<file path="src/rtl/ycbcr_colorimetry_matrix_defines.svh">
// assertion helpers shared by the rtl
`ifndef YCBCR_COLORIMETRY_MATRIX_DEFINES_SVH
`define YCBCR_COLORIMETRY_MATRIX_DEFINES_SVH

// same-cycle implication, sampled on clk_i, off during reset
`define YCM_ASSERT_NOW(label, ante, cons, msg) \
  label: assert property (@(posedge clk_i) disable iff (!rst_ni) (ante) |-> (cons)) \
    else $error(msg);

// next-cycle implication, sampled on clk_i, off during reset
`define YCM_ASSERT_NEXT(label, ante, cons, msg) \
  label: assert property (@(posedge clk_i) disable iff (!rst_ni) (ante) |=> (cons)) \
    else $error(msg);

`endif

</file>
<file path="src/rtl/ycm_pkg.sv">
package ycm_pkg;

  localparam int unsigned PixW   = 8;
  localparam int unsigned CoefW  = 8;
  localparam int unsigned SumW   = 18;
  localparam int unsigned FracW  = 6;
  localparam int unsigned LumaOfs   = 16;
  localparam int unsigned ChromaOfs = 128;
  localparam int unsigned PixMax    = 255;

  typedef enum logic [1:0] {
    MODE_709_TO_601 = 2'd0,
    MODE_601_TO_709 = 2'd1,
    MODE_IDENTITY   = 2'd2,
    MODE_SPARE      = 2'd3
  } mode_e;

  typedef struct packed {
    logic [PixW-1:0] luma_first;
    logic [PixW-1:0] chroma_blue;
    logic [PixW-1:0] luma_second;
    logic [PixW-1:0] chroma_red;
  } ycm_req_t;

  typedef struct packed {
    logic [PixW-1:0] new_luma_first;
    logic [PixW-1:0] new_chroma_blue;
    logic [PixW-1:0] new_luma_second;
    logic [PixW-1:0] new_chroma_red;
  } ycm_rsp_t;

  typedef struct packed {
    logic signed [CoefW-1:0] kyb;
    logic signed [CoefW-1:0] kyr;
    logic signed [CoefW-1:0] kbb;
    logic signed [CoefW-1:0] kbr;
    logic signed [CoefW-1:0] krb;
    logic signed [CoefW-1:0] krr;
  } coef_t;

  // matrix rows in units of 1/64; spare code acts as identity
  function automatic coef_t coef_lookup(mode_e mode);
    coef_t c;
    unique case (mode)
      MODE_709_TO_601: c = '{kyb: 8'sd6,  kyr: 8'sd12,  kbb: 8'sd63,
                             kbr: -8'sd7, krb: -8'sd5,  krr: 8'sd62};
      MODE_601_TO_709: c = '{kyb: -8'sd7, kyr: -8'sd13, kbb: 8'sd65,
                             kbr: 8'sd7,  krb: 8'sd5,   krr: 8'sd66};
      default:         c = '{kyb: 8'sd0,  kyr: 8'sd0,   kbb: 8'sd64,
                             kbr: 8'sd0,  krb: 8'sd0,   krr: 8'sd64};
    endcase
    return c;
  endfunction

endpackage

</file>
<file path="src/rtl/ycbcr_colorimetry_matrix.sv">
// Converts one 4:2:2 macropixel (Y0, Cb, Y1, Cr) per clock through a 3x3 matrix in 1/64 steps
// selected by the mode register (0 BT.709 to BT.601, 1 BT.601 to BT.709, 2 or 3 identity).
// A request is captured in an input register, the matrix products and clamping sit between
// that register and the result register, and one request is taken every clock while the
// result side keeps up. Mode is written through the config channel, which is always ready;
// write it only while no request is in flight.
`include "ycbcr_colorimetry_matrix_defines.svh"

module ycbcr_colorimetry_matrix
  import ycm_pkg::*;
(
  input  logic        clk_i,
  input  logic        rst_ni,
  input  logic        cfg_valid_i,
  output logic        cfg_ready_o,
  input  logic [1:0]  cfg_data_i,
  input  logic        in_valid_i,
  output logic        in_ready_o,
  input  ycm_req_t    in_req_i,
  output logic        out_valid_o,
  input  logic        out_ready_i,
  output ycm_rsp_t    out_rsp_o
);

  mode_e    mode_q;
  logic     s1_valid_q;
  ycm_req_t s1_req_q;
  logic     out_valid_q;
  ycm_rsp_t out_rsp_q;
  ycm_rsp_t out_rsp_d;

  logic out_free;
  logic s1_adv;
  coef_t coef;

  logic signed [SumW-1:0] cbd, crd;
  logic signed [SumW-1:0] sum_y0, sum_y1, sum_cb, sum_cr, cross_y;

  assign cfg_ready_o = 1'b1;
  assign out_free    = !out_valid_q || out_ready_i;
  assign s1_adv      = s1_valid_q && out_free;
  assign in_ready_o  = !s1_valid_q || out_free;

  always_ff @(posedge clk_i or negedge rst_ni) begin
    if (!rst_ni) begin
      mode_q <= MODE_709_TO_601;
    end else if (cfg_valid_i && cfg_ready_o) begin
      mode_q <= mode_e'(cfg_data_i);
    end
  end

  always_ff @(posedge clk_i or negedge rst_ni) begin
    if (!rst_ni) begin
      s1_valid_q  <= 1'b0;
      out_valid_q <= 1'b0;
    end else begin
      if (in_ready_o) begin
        s1_valid_q <= in_valid_i;
      end
      if (out_free) begin
        out_valid_q <= s1_valid_q;
      end
    end
  end

  always_ff @(posedge clk_i) begin
    if (in_valid_i && in_ready_o) begin
      s1_req_q <= in_req_i;
    end
    if (s1_adv) begin
      out_rsp_q <= out_rsp_d;
    end
  end

  function automatic logic signed [SumW-1:0] luma_base(logic [PixW-1:0] y);
    logic [PixW-1:0] yo;
    yo = (y > PixW'(LumaOfs)) ? y - PixW'(LumaOfs) : '0;
    return signed'(SumW'({yo, {FracW{1'b0}}}));
  endfunction

  // floor divide by 64, add offset back, clamp to a byte
  function automatic logic [PixW-1:0] scale_clamp(logic signed [SumW-1:0] s,
                                                  logic [PixW:0] ofs);
    logic signed [SumW-1:0] v;
    v = (s >>> FracW) + signed'(SumW'(ofs));
    if (v < 0) begin
      return '0;
    end else if (v > signed'(SumW'(PixMax))) begin
      return PixW'(PixMax);
    end else begin
      return v[PixW-1:0];
    end
  endfunction

  always_comb begin
    coef    = coef_lookup(mode_q);
    cbd     = signed'(SumW'(s1_req_q.chroma_blue)) - signed'(SumW'(ChromaOfs));
    crd     = signed'(SumW'(s1_req_q.chroma_red)) - signed'(SumW'(ChromaOfs));
    cross_y = cbd * SumW'(coef.kyb) + crd * SumW'(coef.kyr);
    sum_y0  = luma_base(s1_req_q.luma_first) + cross_y;
    sum_y1  = luma_base(s1_req_q.luma_second) + cross_y;
    sum_cb  = cbd * SumW'(coef.kbb) + crd * SumW'(coef.kbr);
    sum_cr  = cbd * SumW'(coef.krb) + crd * SumW'(coef.krr);
    out_rsp_d.new_luma_first  = scale_clamp(sum_y0, (PixW+1)'(LumaOfs));
    out_rsp_d.new_chroma_blue = scale_clamp(sum_cb, (PixW+1)'(ChromaOfs));
    out_rsp_d.new_luma_second = scale_clamp(sum_y1, (PixW+1)'(LumaOfs));
    out_rsp_d.new_chroma_red  = scale_clamp(sum_cr, (PixW+1)'(ChromaOfs));
  end

  assign out_valid_o = out_valid_q;
  assign out_rsp_o   = out_rsp_q;

  // an accepted request always lands in the input register
  `YCM_ASSERT_NEXT(a_in_capture, in_valid_i && in_ready_o, s1_valid_q,
                   "accepted request not captured")
  // a request that moves forward always shows up as a result
  `YCM_ASSERT_NEXT(a_s1_to_out, s1_adv, out_valid_q, "request lost between stages")
  // back pressure only when both registers are full and the result is stalled
  `YCM_ASSERT_NOW(a_ready_low, !in_ready_o, s1_valid_q && out_valid_q && !out_ready_i,
                  "input stalled without full pipeline")

endmodule

</file>
<file path="config.mk">
export PLATFORM = sky130hd
export DESIGN_NAME = ycbcr_colorimetry_matrix
export DESIGN_NICKNAME = d
export VERILOG_FILES = /design/src/rtl/ycm_pkg.sv /design/src/rtl/ycbcr_colorimetry_matrix.sv
export VERILOG_INCLUDE_DIRS = /design/src /design/src/rtl
export SDC_FILE = /design/constraint.sdc
export NUM_CORES = 1
export LEC_CHECK = 0
export ABC_CLOCK_PERIOD_IN_PS = 8700
export BUFFER_PORTS_ARGS = -buffer_cell sky130_fd_sc_hd__buf_2
export CORE_UTILIZATION = 60
export CTS_BUF_LIST = sky130_fd_sc_hd__clkbuf_4
export DETAILED_ROUTE_END_ITERATION = 12
export GPL_TIMING_DRIVEN = 0
export PLACE_DENSITY_LB_ADDON = 0.1
export REMOVE_ABC_BUFFERS = 1
export SYNTH_ARGS = -nofsm -noshare
export SYNTH_HDL_FRONTEND = slang
export SYNTH_SLANG_ARGS = --single-unit
</file>
<file path="constraint.sdc">
create_clock -name clk_i -period 8.7 [get_ports clk_i]
set_clock_uncertainty 0.05 [all_clocks]
set_input_delay 0.87 -clock clk_i [delete_from_list [all_inputs] [get_ports clk_i]]
set_output_delay 0.87 -clock clk_i [all_outputs]
set_load 0.005 [all_outputs]
</file>
==> impl_results.md <==
- Die width: 170 um
- Seq cells post-synth: 68
- I/O pin count: 74
- Maxcap violations: 0
- Clock sinks: 68
- Status: complete, no violations
- Final Hold Fails: 0
- Worst Path Max Fanout: 8
- Worst-Skew Late Latency: 0.52 ns
- Critical path class: flip-flop to flip-flop
- DR WL/cell: 19.4 um
- Crit path top cell by count: fa_1
- DRT iter0 DRCs: between 700 and 800
- Gpl congestion: 0.957
- Worst setup SP type: flip-flop
- Number of synthesized flops with an enable pin: 64
- Die Y: 170 um
- Total GRT Usage: between 30% and 40%
- Fin crit share: 99.2%
- Crit path buf inv count: 6
- Die area: around 29000 um^2
- Synth Area in Compound Gates: 6.88%
- Clock root buffer: clkbuf_4
- Drt first pass iters: 5
- Sequential element share of the synthesized area: 12.0%
- First-pass GRT wire length: about 69000 um
- Largest family of logic cells by synthesized area: adder cells
- Ys async rst share: 5.88%
- Ys flop type: edfxtp_1
- Xor-xnor portion of the synthesized cell area: 4.93%
- Min-Delay Path Class: input port to asynchronous set/reset pin
- Clk slew on worst S/H paths: 0.20 ns
- Port bufs: 72
- DRC viols: 0
- CTS tree: done
- Setup violators final: 0
- Fmax: 116 MHz
- YS warnings: 0
- Initial Util: 61.8%
- Min Clock Period, post-route: 8.63 ns
- Vias after detailed routing: 11900
- Slew Limit Fails: 0
- Design Area, Final: 19200 um^2
- Unrepaired setup endpoints after global routing: true
- DRT antenna net count: 0
- Core area: about 27000 um^2
- Rel. slew slack: 33.8%
- Simple-Gate Fraction of Synth Area: 9.85%
- FP Rows: 60
- Area Overhead vs Synth: 14.1%
- Antenna violations before repair: 2
- Post-synthesis cell count: 1653
- Synthesized-area fraction occupied by adder cells: 55.0%
- HPWL Detailed: 32200 um
- Crit path DAT: 8.91 ns
- Largest net degree at the start of global routing: 33
- Worst slew pin tran: 0.993 ns
- Critical path's largest stage delay: approximately 0.55 ns
- Final core occ: 70.5%
- Total grt overflow: 0
- Hold Buf Count CTS: 0
- Netlist cell types: 83
- Slowest-stage cell, CP: dfrtp_4
- Multiplexer share of the synthesized area: 0.557%
- Placement Cell Area: around 18000 um^2
- Share of layout cells above drive strength 1: 17.9%
- Syn_area_per_cell: roughly 10 um^2
- Mapped cell area: ~17000 um^2
- Final #Nets: 2350
- CTS H-tree lvls: 3
- Worst path required time: 8.98 ns
- CTS Buf Count: 9
- Via-per-instance ratio: 5.53
- Filler cells: 2093
- Crit-path leading delay family: adder cells
- R2R setup slack: 0.07 ns
- WL final: between 40000 and 50000 um
- CP endpoint kind: flip-flop
- Vias in the first global route: about 13000
- Max Buffers Root-to-Sink: 2
## final timing paths
kind,end,start,cells past startpoint
min,mode_q[0]$_DFFE_PN0P_,rst_ni,1
min in group clk_i,s1_req_q[3]$_DFFE_PP_,in_req_i[3],1
max in group asynchronous,mode_q[1]$_DFFE_PN0P_,rst_ni,1
max reg2reg,out_rsp_o[26]$_SDFFCE_PN0P_,mode_q[1]$_DFFE_PN0P_,35
max,out_rsp_o[26]$_SDFFCE_PN0P_,mode_q[1]$_DFFE_PN0P_,35
min reg2reg,out_valid_o$_DFFE_PN0P_,s1_valid_q$_DFFE_PN0N_,1
## final cells by class
| class | instances | area (um^2) | area share [%] |
|---|---|---|---|
| multi-input combinational | 1111 | 13800 | 71.7 |
| clock inverter | 7 | 98.8 | 0.515 |
| clock buffer | 9 | 67.6 | 0.352 |
| sequential | 68 | 2030 | 10.6 |
| inverter | 446 | 1730 | 9.00 |
| antenna | 2 | 5.00 | 0.0261 |
| timing repair buffer | 143 | 1030 | 5.37 |
| tap | 372 | 465 | 2.42 |
## worst reg2reg max path, delay by kind of cell, from the launching register on
kind | cells | cell delay (ns)
fa+ha+maj | 9 | 3.49
simple gates | 8 | 1.81
compound gates | 9 | 1.58
flops | 1 | 0.55
buf+inv | 6 | 0.55
mux | 2 | 0.32
xor+xnor | 1 | 0.10
## flip-flops by register name, summed over array words and instances (netlist names)
name / flops
mode_q: 2
out_rsp_o: 32
out_valid_o: 1
s1_req_q: 32
s1_valid_q: 1
## cells in the mapped netlist, drive strengths merged, types with 10 or more instances
library cell	number	area, um^2
a21o	15	113
clkbuf	19	71.3
xnor2	63	552
nand3	19	100
inv	445	1670
nor3	25	125
o21ai	18	90.1
nor2	72	273
a21oi	53	269
nand2	53	199
nor2b	29	181
xor2	28	253
nor4	13	81.3
and3	12	75.1
and2	25	156
nand2b	22	145
a31oi	17	113
fa	346	6930
ha	186	2330
buf	10	70.1
edfxtp	64	1920
## placed cells by master (no fill, tap or decap), types with 15 or more instances in the layout
master and n:
a21o_1 15, a21oi_1 41, a31oi_1 15, and2_1 20, buf_2 72, buf_4 59, edfxtp_1 64, fa_1 346
ha_1 173, inv_1 422, nand2_1 41, nand2b_1 18, nand3_1 16, nor2_1 61, nor2b_4 16, nor3_1 22
o21ai_0 15, xnor2_1 56, xor2_1 24
## per-stage QoR
step | setup TNS, ns | setup WS [ns] | hold WS, ns | instances
2_1_floorplan | -7.98 | -0.528 | 0.399 | 1624
3_3_place_gp | -64.12 | -2.63 | 0.407 | 2068
3_5_place_dp | -43.54 | -2.16 | 0.435 | 2069
4_1_cts | 0 | 0.00542 | 0.0320 | 2146
5_1_grt | -2.09 | -0.212 | 0.0467 | 2157
6_report | 0 | 0.0715 | 0.0477 | 2158
## what timing repair did
| item | CTS | global route |
|---|---|---|
| setup buffers | 60 | 10 |
| gates resized for setup | 155 | 52 |
| cloned | 1 | 0 |
| pin swaps | 36 | 24 |
| endpoints found under the setup margin | 32 | 24 |
## routing by layer
metal	global-route usage [%]	routed length (um)	vias to the layer above
li1	-	-	5438
met1	42.7	17400	6035
met2	51.9	20200	364
met3	6.62	2750	89
met4	12.1	1560	0
met5	0	0	-
## cell families (layout without fill, tap and decap cells)
group	count (synthesis)	in the layout
buf+inv	475	605
xor+xnor	92	92
fa+ha+maj	532	532
mux	9	9
simple gates	313	314
other cells	1	3
compound gates	163	163
flops	68	68
Power is not shown: default switching activity piles up to over one toggle a cycle in this logic, so the estimate is an artifact.
